===== src/hw/rtl/xq_pkg.sv =====
// shared constants, result structs and helper functions for the xterm 256-colour quantizer
package xq_pkg;

  // pipeline depth of each error path, input register to path result
  localparam int PATH_LATENCY = 6;

  // squared error of three 8-bit channels fits in 18 bits
  localparam int ERR_W  = 18;
  localparam int STEP_W = 5;
  localparam int LVL_W  = 3;

  // palette layout
  localparam logic [7:0] CUBE_BASE     = 8'd16;
  localparam logic [7:0] GREY_BASE     = 8'd232;
  localparam logic [7:0] CUBE_R_WEIGHT = 8'd36;
  localparam logic [7:0] CUBE_G_WEIGHT = 8'd6;

  // grey ramp: level = GREY_OFFSET + GREY_SPACING * step
  localparam logic [7:0]        GREY_OFFSET   = 8'd8;
  localparam logic [7:0]        GREY_SPACING  = 8'd10;
  localparam logic [7:0]        GREY_ROUND    = 8'd5;
  localparam logic [STEP_W-1:0] GREY_MAX_STEP = 5'd23;

  // reciprocal constants: x/3 ~ (x*683)>>11 for x <= 765, x/10 ~ (x*205)>>11 for x <= 252
  localparam logic [19:0] AVG_RECIP  = 20'd683;
  localparam logic [15:0] STEP_RECIP = 16'd205;
  localparam int          RECIP_SHIFT = 11;

  // cube level codes
  localparam logic [LVL_W-1:0] LVL_0   = 3'd0;
  localparam logic [LVL_W-1:0] LVL_95  = 3'd1;
  localparam logic [LVL_W-1:0] LVL_135 = 3'd2;
  localparam logic [LVL_W-1:0] LVL_175 = 3'd3;
  localparam logic [LVL_W-1:0] LVL_215 = 3'd4;
  localparam logic [LVL_W-1:0] LVL_255 = 3'd5;

  typedef struct packed {
    logic [ERR_W-1:0] err;
    logic [7:0]       idx;
  } cube_res_t;

  typedef struct packed {
    logic [ERR_W-1:0]  err;
    logic [STEP_W-1:0] step;
  } grey_res_t;

  // nearest cube level, a tie at a midpoint going to the lower level
  function automatic logic [LVL_W-1:0] snap_level(input logic [7:0] v);
    logic [LVL_W-1:0] code;
    priority if (v < 8'd48) code = LVL_0;
    else if (v <= 8'd115) code = LVL_95;
    else if (v <= 8'd155) code = LVL_135;
    else if (v <= 8'd195) code = LVL_175;
    else if (v <= 8'd235) code = LVL_215;
    else code = LVL_255;
    return code;
  endfunction

  // channel value of a cube level code
  function automatic logic [7:0] cube_level(input logic [LVL_W-1:0] code);
    logic [7:0] lvl;
    unique case (code)
      LVL_0:   lvl = 8'd0;
      LVL_95:  lvl = 8'd95;
      LVL_135: lvl = 8'd135;
      LVL_175: lvl = 8'd175;
      LVL_215: lvl = 8'd215;
      default: lvl = 8'd255;
    endcase
    return lvl;
  endfunction

  function automatic logic [7:0] abs_diff(input logic [7:0] a, input logic [7:0] b);
    return (a >= b) ? (a - b) : (b - a);
  endfunction

endpackage


===== src/hw/rtl/rgb_to_xterm256_quantizer.sv =====
// top level of the rgb to xterm 256-colour quantizer: stream ports, valid pipeline, slot choice
//
// Maps each 24-bit RGB pixel to the nearest xterm 256-colour slot: the colour cube slot
// 16..231 unless the single grey ramp candidate 232..255 has a strictly smaller squared
// error. One pixel is taken every clock except during an output stall; each result passes
// a six-stage error pipeline (two paths run side by side) and then the output register.
// The whole pipeline advances together and halts only while a result sits in the output
// register with m_axis_tready low; no pixel is lost or repeated across a stall.
// There is no state between pixels and nothing to configure.
module rgb_to_xterm256_quantizer import xq_pkg::*; (
  input  logic        clk,
  input  logic        rst,
  input  logic        s_axis_tvalid,
  output logic        s_axis_tready,
  input  logic [23:0] s_axis_tdata,   // red [7:0], green [15:8], blue [23:16]
  output logic        m_axis_tvalid,
  input  logic        m_axis_tready,
  output logic [7:0]  m_axis_tdata    // palette_index [7:0]
);

  logic en;
  logic [PATH_LATENCY-1:0] vld;
  cube_res_t cube_res;
  grey_res_t grey_res;

  // pipeline moves whenever the output register is free or being emptied
  assign en            = !m_axis_tvalid || m_axis_tready;
  assign s_axis_tready = en;

  xq_cube_path u_cube (
    .clk   (clk),
    .en    (en),
    .red   (s_axis_tdata[7:0]),
    .green (s_axis_tdata[15:8]),
    .blue  (s_axis_tdata[23:16]),
    .res   (cube_res)
  );

  xq_grey_path u_grey (
    .clk   (clk),
    .en    (en),
    .red   (s_axis_tdata[7:0]),
    .green (s_axis_tdata[15:8]),
    .blue  (s_axis_tdata[23:16]),
    .res   (grey_res)
  );

  // valid bits travelling alongside the path stages
  always_ff @(posedge clk) begin
    if (rst) begin
      vld <= '0;
    end else if (en) begin
      vld <= {vld[PATH_LATENCY-2:0], s_axis_tvalid};
    end
  end

  // output register: grey wins only on a strictly smaller error
  always_ff @(posedge clk) begin
    if (rst) begin
      m_axis_tvalid <= 1'b0;
    end else if (en) begin
      m_axis_tvalid <= vld[PATH_LATENCY-1];
    end
  end

  always_ff @(posedge clk) begin
    if (en) begin
      if (grey_res.err < cube_res.err) begin
        m_axis_tdata <= GREY_BASE + 8'(grey_res.step);
      end else begin
        m_axis_tdata <= cube_res.idx;
      end
    end
  end

`ifndef SYNTHESIS
  // every result lies in the cube or grey part of the palette
  a_index_range: assert property (@(posedge clk) disable iff (rst)
    m_axis_tvalid |-> m_axis_tdata >= CUBE_BASE)
    else $error("palette index below the cube base");

  // an accepted pixel enters the first pipeline stage
  a_entry: assert property (@(posedge clk) disable iff (rst)
    (s_axis_tvalid && s_axis_tready) |=> vld[0])
    else $error("accepted pixel missing from stage one");

  // a stalled output freezes the whole valid pipeline
  a_stall_hold: assert property (@(posedge clk) disable iff (rst)
    (m_axis_tvalid && !m_axis_tready) |=> $stable(vld))
    else $error("pipeline moved during an output stall");
`endif

endmodule


===== src/hw/rtl/xq_cube_path.sv =====
// colour cube path: channel snapping, cube slot and squared error
module xq_cube_path import xq_pkg::*; (
  input  logic       clk,
  input  logic       en,
  input  logic [7:0] red,
  input  logic [7:0] green,
  input  logic [7:0] blue,
  output cube_res_t  res
);

  // stage 1: pixel and snapped level codes
  logic [7:0]       r1, g1, b1;
  logic [LVL_W-1:0] rl1, gl1, bl1;
  always_ff @(posedge clk) begin
    if (en) begin
      r1  <= red;
      g1  <= green;
      b1  <= blue;
      rl1 <= snap_level(red);
      gl1 <= snap_level(green);
      bl1 <= snap_level(blue);
    end
  end

  // stage 2: channel distances and cube slot
  logic [7:0] dr2, dg2, db2, idx2;
  always_ff @(posedge clk) begin
    if (en) begin
      dr2  <= abs_diff(r1, cube_level(rl1));
      dg2  <= abs_diff(g1, cube_level(gl1));
      db2  <= abs_diff(b1, cube_level(bl1));
      idx2 <= CUBE_BASE + 8'(rl1) * CUBE_R_WEIGHT + 8'(gl1) * CUBE_G_WEIGHT + 8'(bl1);
    end
  end

  // stage 3: squares
  logic [15:0] sr3, sg3, sb3;
  logic [7:0]  idx3;
  always_ff @(posedge clk) begin
    if (en) begin
      sr3  <= 16'(dr2) * 16'(dr2);
      sg3  <= 16'(dg2) * 16'(dg2);
      sb3  <= 16'(db2) * 16'(db2);
      idx3 <= idx2;
    end
  end

  // stage 4: error sum, then two delay stages to line up with the grey path
  cube_res_t s4, s5, s6;
  always_ff @(posedge clk) begin
    if (en) begin
      s4.err <= ERR_W'(sr3) + ERR_W'(sg3) + ERR_W'(sb3);
      s4.idx <= idx3;
      s5     <= s4;
      s6     <= s5;
    end
  end

  assign res = s6;

endmodule


===== src/hw/rtl/xq_grey_path.sv =====
// grey ramp path: channel average, ramp step and squared error
module xq_grey_path import xq_pkg::*; (
  input  logic       clk,
  input  logic       en,
  input  logic [7:0] red,
  input  logic [7:0] green,
  input  logic [7:0] blue,
  output grey_res_t  res
);

  // stage 1: pixel and channel sum
  logic [7:0] r1, g1, b1;
  logic [9:0] sum1;
  always_ff @(posedge clk) begin
    if (en) begin
      r1   <= red;
      g1   <= green;
      b1   <= blue;
      sum1 <= 10'(red) + 10'(green) + 10'(blue);
    end
  end

  // stage 2: average by reciprocal multiply
  logic [7:0]  r2, g2, b2, avg2;
  logic [19:0] avg_prod;
  assign avg_prod = 20'(sum1) * AVG_RECIP;
  always_ff @(posedge clk) begin
    if (en) begin
      r2   <= r1;
      g2   <= g1;
      b2   <= b1;
      avg2 <= avg_prod[RECIP_SHIFT +: 8];
    end
  end

  // stage 3: rounded ramp step, zero below the first level and clamped to the top of the ramp
  logic [7:0]        r3, g3, b3;
  logic [STEP_W-1:0] step3;
  logic [15:0]       step_prod;
  logic [STEP_W-1:0] step_raw;
  assign step_prod = 16'(avg2 - (GREY_OFFSET - GREY_ROUND)) * STEP_RECIP;
  assign step_raw  = step_prod[RECIP_SHIFT +: STEP_W];
  always_ff @(posedge clk) begin
    if (en) begin
      r3 <= r2;
      g3 <= g2;
      b3 <= b2;
      priority if (avg2 < GREY_OFFSET) step3 <= '0;
      else if (step_raw > GREY_MAX_STEP) step3 <= GREY_MAX_STEP;
      else step3 <= step_raw;
    end
  end

  // stage 4: distances to the grey level
  logic [7:0]        grey;
  logic [7:0]        dr4, dg4, db4;
  logic [STEP_W-1:0] step4;
  assign grey = GREY_OFFSET + 8'(step3) * GREY_SPACING;
  always_ff @(posedge clk) begin
    if (en) begin
      dr4   <= abs_diff(r3, grey);
      dg4   <= abs_diff(g3, grey);
      db4   <= abs_diff(b3, grey);
      step4 <= step3;
    end
  end

  // stage 5: squares
  logic [15:0]       sr5, sg5, sb5;
  logic [STEP_W-1:0] step5;
  always_ff @(posedge clk) begin
    if (en) begin
      sr5   <= 16'(dr4) * 16'(dr4);
      sg5   <= 16'(dg4) * 16'(dg4);
      sb5   <= 16'(db4) * 16'(db4);
      step5 <= step4;
    end
  end

  // stage 6: error sum
  grey_res_t s6;
  always_ff @(posedge clk) begin
    if (en) begin
      s6.err  <= ERR_W'(sr5) + ERR_W'(sg5) + ERR_W'(sb5);
      s6.step <= step5;
    end
  end

  assign res = s6;

endmodule


===== config.mk =====
export PLATFORM = sky130hd
export DESIGN_NAME = rgb_to_xterm256_quantizer
export DESIGN_NICKNAME = d
export VERILOG_FILES = /design/src/hw/rtl/xq_pkg.sv /design/src/hw/rtl/rgb_to_xterm256_quantizer.sv /design/src/hw/rtl/xq_cube_path.sv /design/src/hw/rtl/xq_grey_path.sv
export SDC_FILE = /design/constraint.sdc
export NUM_CORES = 1
export LEC_CHECK = 0
export BUFFER_PORTS_ARGS = -buffer_cell sky130_fd_sc_hd__buf_4
export CAP_MARGIN = 15
export CORE_MARGIN = 2
export CORE_UTILIZATION = 60
export CTS_BUF_LIST = sky130_fd_sc_hd__clkbuf_4 sky130_fd_sc_hd__clkbuf_8
export CTS_CLUSTER_DIAMETER = 120
export CTS_CLUSTER_SIZE = 8
export DETAILED_ROUTE_END_ITERATION = 16
export PLACE_DENSITY_LB_ADDON = 0.05
export SLEW_MARGIN = 20
export SYNTH_ARGS = -nofsm -noshare
export SYNTH_HDL_FRONTEND = slang
export SYNTH_HIERARCHICAL = 1
export SYNTH_SLANG_ARGS = --single-unit

===== constraint.sdc =====
create_clock -name clk -period 17.6 [get_ports clk]
set_clock_uncertainty 0.05 [all_clocks]
set_input_delay 0.88 -clock clk [delete_from_list [all_inputs] [get_ports clk]]
set_output_delay 0.88 -clock clk [all_outputs]
set_load 0.01 [all_outputs]

### Word level (Yosys, flattened, before mapping)

Index checks and enable logic that the tools add are counted.

* logic and storage cells: 158
* flip-flop bits (word level): 390
* bits of input ports: 28
* output and inout port bits: 10

* equality and inequality tests: 12
* reductions and logical operators: 12
* add/sub/neg operators: 24
* muxes and demuxes: 26
* multiply operators: 11
* $lt $le $gt $ge: 24

Operators by type and width (number)
* $pmux W8 S5: 3
* $mul A8 B8 Y16: 6
* $sub A8 B8 Y8: 12
* $mux W8: 10
* $le A8 B8 Y1 const B: 9
* $ge A8 B8 Y1: 6
* $add A18 B16 Y18: 2
* $add A16 B16 Y17: 2
* $le A8 B7 Y1 const B: 3
* $lt A8 B6 Y1 const B: 3
* $mul A10 B10 Y19 const B: 1
* $eq A3 B2 Y1 const B: 6
* $lt A18 B18 Y1: 1
* $mul A16 B8 Y16 const B: 1
* $mux W2: 6
* $reduce_or A4 Y1: 3
* $add A10 B8 Y10: 1
* $add A8 B8 Y9: 1
* $eq A3 B1 Y1 const B: 3
* $eq A3 B3 Y1 const B: 3
* $logic_not A3 Y1: 3
* $sub A8 B2 Y9 const B: 1
* $add A4 B8 Y8 const A: 1
* $add A5 B8 Y8 const A: 1
* 13 further kinds: 21

### Longest topological paths before layout

* depth after elaboration: 5
* mapped depth: 19
* mapped depth without buffers: 19

### Cells and area by module

Netlist, hierarchy kept.

By module, submodules not included
* xq_grey_path: times used 1, cells each 1539, area an instance 17226.5 um^2, sequential area each 5915.7 um^2
* xq_cube_path: times used 1, cells each 1251, area an instance 14383.8 um^2, sequential area each 5885.6 um^2
* rgb_to_xterm256_quantizer: times used 1, cells each 131, area an instance 1138.6 um^2, sequential area each 380.4 um^2

### Worst setup path after synthesis

Ideal clock, no wire load.

* path kind: input port to output port
* start: input port m_axis_tready
* end: output port s_axis_tready
* data required time: 16.670 ns
* setup slack: 7.744 ns
* arrival time: 8.926 ns
* buffers on the path: 1
* stages: 3
* path through: nor2b_1 clkbuf_1 inv_1

* word-level cells in the longest chain between the ends: 1

RTL lines
* from (decl): RTL line rgb_to_xterm256_quantizer.sv:17 `input logic m_axis_tready,`
* $logic_or A1 B1 Y1: RTL line rgb_to_xterm256_quantizer.sv:27 `assign en = !m_axis_tvalid || m_axis_tready;`
* to (decl): RTL line rgb_to_xterm256_quantizer.sv:14 `output logic s_axis_tready,`

No other way between the ends.

### Worst setup path in the final report

* start: register u_grey.avg2[0]
* end: register u_grey.step3[2] (data pin)

* word-level cells in the longest chain between the ends: 4

RTL lines
* from (decl): RTL line xq_grey_path.sv:24 `logic [7:0] r2, g2, b2, avg2;`
* from (signal assigned): RTL line xq_grey_path.sv:32 `avg2 <= avg_prod[RECIP_SHIFT +: 8];`
* $sub A8 B2 Y9: RTL line xq_grey_path.sv:41 `assign step_prod = 16'(avg2 - (GREY_OFFSET - GREY_ROUND)) * STEP_RECIP;`
* $mul A16 B8 Y16: RTL line xq_grey_path.sv:41
* $gt A5 B5 Y1: RTL line xq_grey_path.sv:49 `else if (step_raw > GREY_MAX_STEP) step3 <= GREY_MAX_STEP;`
* $mux W5: RTL line xq_grey_path.sv:49
* to (signal assigned): RTL line xq_grey_path.sv:50 `else step3 <= step_raw;`
* to (decl): RTL line xq_grey_path.sv:38 `logic [STEP_W-1:0] step3;`

Parallel ways exist; a longest one is shown, timed or not.
A chain may end at the register's enable or synchronous reset.

==> flow_summary.json <==
{
  "tritoncts": "yes",
  "cp-end-kind": "flop",
  "multiInputGateArea_um2": 18500,
  "crit_family": "adder cells",
  "route.vias.total": 20400,
  "ys_async_sr_fraction_pct": 0,
  "synth.most_common_cell": "inv_1",
  "arrival_ps": 6430,
  "cts_resized": 0,
  "syn_area_um2": 32700,
  "gp_congestion": 0.855,
  "min_to": "u_grey/g3[2]",
  "maxClockFrequency_mhz": 164,
  "status": "finished, final reports clean",
  "yosysTopAreaCellShare_pct": 36.8,
  "critPathKind": "flop to flop",
  "tns_ps": 0,
  "row_count": 85,
  "syn_area_per_cell_um2": 11.2,
  "ys_seq_elements": 408,
  "setup_viol": 0,
  "area_growth_pct": 6.08,
  "worstPathBufferInverterCount": 3,
  "period_needed_ps": 6080,
  "reg2reg_to": "u_grey/step3[2]",
  "finalNetCount": 3696,
  "crit_slowest_cell": "a2111oi_1",
  "cpPeakStageDelay_ps": 810,
  "wirelength_um": 62000,
  "first_global_vias": 21200,
  "die_w_um": 238,
  "cts.sink_count": 408,
  "holdBufCountCts": 0,
  "worst_slew_pin_slew_ps": 1020,
  "cts_made_buffers": 56,
  "vias_per_cell": 5.51,
  "yosysSeqAreaShare_pct": 37.2,
  "yosys_warnings": 6,
  "worst_r2r_path_depth": 18,
  "nFillCells": 4267,
  "yosys.cell_types.count": 80,
  "grt_usage_pct": 22.8,
  "core_um2": 53900,
  "drc": 0,
  "antenna_found_initial": 0,
  "synth_cells": 2921,
  "crit_path_max_fanout": 8,
  "drtPass1Iterations": 5,
  "insertion_delay_ps": 650,
  "worstPathCellList": "a2111oi_1 -> nand2_1 -> xor2_1 -> inv_1 -> ha_1 -> ha_1 -> inv_1 -> fa_1 -> fa_1 -> inv_1 -> ha_1 -> a2111oi_0 -> o21ai_0 -> nand3_1 -> mux2_2 -> o21ai_0 -> nor2_2 -> a21o_1",
  "drive_gt1_share_pct": 5.25,
  "yosys-top-cells-count": "500 x inv_1, 432 x ha_1, 401 x edfxtp_1, 242 x fa_1, 160 x a21oi_1",
  "timing.rr.start": "u_grey/avg2[0]",
  "slew_violations": 0,
  "worstHoldPathCells": 0,
  "period_share_pct": 34.5,
  "synth_edf_count": 401,
  "min_from": "u_grey/g2[2]",
  "slew_headroom_pct": 32.0,
  "htree_num_levels": 2,
  "dp_hpwl_um": 48900,
  "io_buffers": 37,
  "grt-ovfl-total": 0,
  "post_cts_buffers": 0,
  "worstPathRequired_ps": 17950,
  "grt_pass1_wl_um": 104000,
  "regArea_um2": 12200,
  "synth_area_leaders": "edfxtp_1 37%, ha_1 17%, fa_1 15%",
  "reg2reg_slack_ps": 11520,
  "startpoint_type": "flop",
  "drv_cap": 0,
  "wl_per_cell_um": 16.7,
  "clockBufferDepth": 3,
  "dieArea_um2": 56500,
  "yosysTopAreaCell": "edfxtp_1",
  "rsz0062_at_grt": "false",
  "ios": 38,
  "first_iter_violations": 1061,
  "cts-root-buf": "clkbuf_8",
  "die_h_um": 238,
  "clk_pin_slew_ps": 80,
  "start_util_pct": 60.7,
  "synth_flop_cell": "edfxtp_1",
  "cp_num_cells": 18,
  "finalHoldViolCount": 0,
  "hold_class": "flop to flop",
  "n_antenna_cell": 0,
  "grt_max_degree": 97,
  "ant_nets": 0
}
-- per-stage QoR --
step                      instance area, um2  setup WS (ps)  instances  hold slack, ps  util, %
after floorplan                        32800           7740       2929             350        -
after global placement                 33800          11760       3632             350     62.7
after detailed placement               33800          11630       3632             355     62.7
after CTS                              34700          11600       3707             321     64.4
after global routing                   34700          11130       3707             342     64.4
final                                  34700          11520       3707             345     64.4
-- cells by family after synthesis --
logic type | count (synthesis) | share of synthesized area (%)
fa+ha+maj | 674 | 31.3
other cells | 2 | 0.0229
simple gates | 577 | 8.97
xor+xnor | 202 | 5.43
flops | 408 | 37.2
buf+inv | 535 | 6.26
mux | 45 | 1.41
compound gates | 478 | 9.41
-- sequential cells by signal, indices dropped and copies added, names as in the netlist, 10 cells and up --
register	cells
u_cube/res	26
u_cube/s4	26
u_cube/s5	26
u_grey/res	23
u_cube/sb3	15
u_cube/sg3	15
u_cube/sr3	15
u_grey/sb5	15
u_grey/sg5	15
u_grey/sr5	15
u_grey/sum1	10
-- layer usage --
layer	GRT usage, %	vias up	routed length (um)
met4	6.58	0	1490
met3	2.31	92	2160
met1	31.0	9967	28300
li1	-	10000	-
met5	0	-	0
met2	39.2	374	30000
-- area by class of cell --
type	count	share of cell area, %
multi-input combinational	1986	53.4
sequential	408	35.1
inverter	500	5.42
clock buffer	72	2.56
tap	696	2.51
timing repair buffer	42	0.918
clock inverter	3	0.137
-- worst max-delay path by stage --
| stage | from | endpoint |
|---|---|---|
| final | u_grey/avg2[0] | u_grey/step3[2] |
| after global routing | u_grey/avg2[1] | u_grey/step3[2] |
| after CTS | u_grey/avg2[1] | u_grey/step3[2] |
| after detailed placement | u_grey/avg2[1] | u_grey/step3[0] |
| after global placement | u_grey/avg2[1] | u_grey/step3[0] |
| after floorplan | m_axis_tready | s_axis_tready |
-- cells in the final DEF, fill, tap and decap left out, types with 6 or more instances in the layout --
cell      netlist  final
inv_1         500    499
ha_1          432    432
edfxtp_1      401    401
fa_1          242    242
a21oi_1       160    160
nand2_1       143    143
xnor2_1       133    133
and2_1        130    130
nor2_1        124    124
o21ai_0        89     89
xor2_1         68     68
clkbuf_8        0     56
a21o_1         47     47
buf_4           0     41
nand2b_1       37     37
mux2i_1        36     36
nor2b_1        34     34
o21bai_1       27     27
o211ai_1       24     24
nor3_1         24     24
nand3_1        23     23
o21a_1         20     20
a211oi_1       16     16
clkbuf_4        0     16
a31oi_1        13     13
a21boi_0       11     11
nand4_1        10     10
and3_1         10     10
o22ai_1        10     10
conb_1          2     10
mux2_2          9      9
or3_1           8      8
dfxtp_1         7      7
o31ai_1         7      7
o41ai_1         6      6
Power is left out: the tool's default activity adds up to more than one toggle a clock period on the data nets, which glitch-free logic cannot reach.
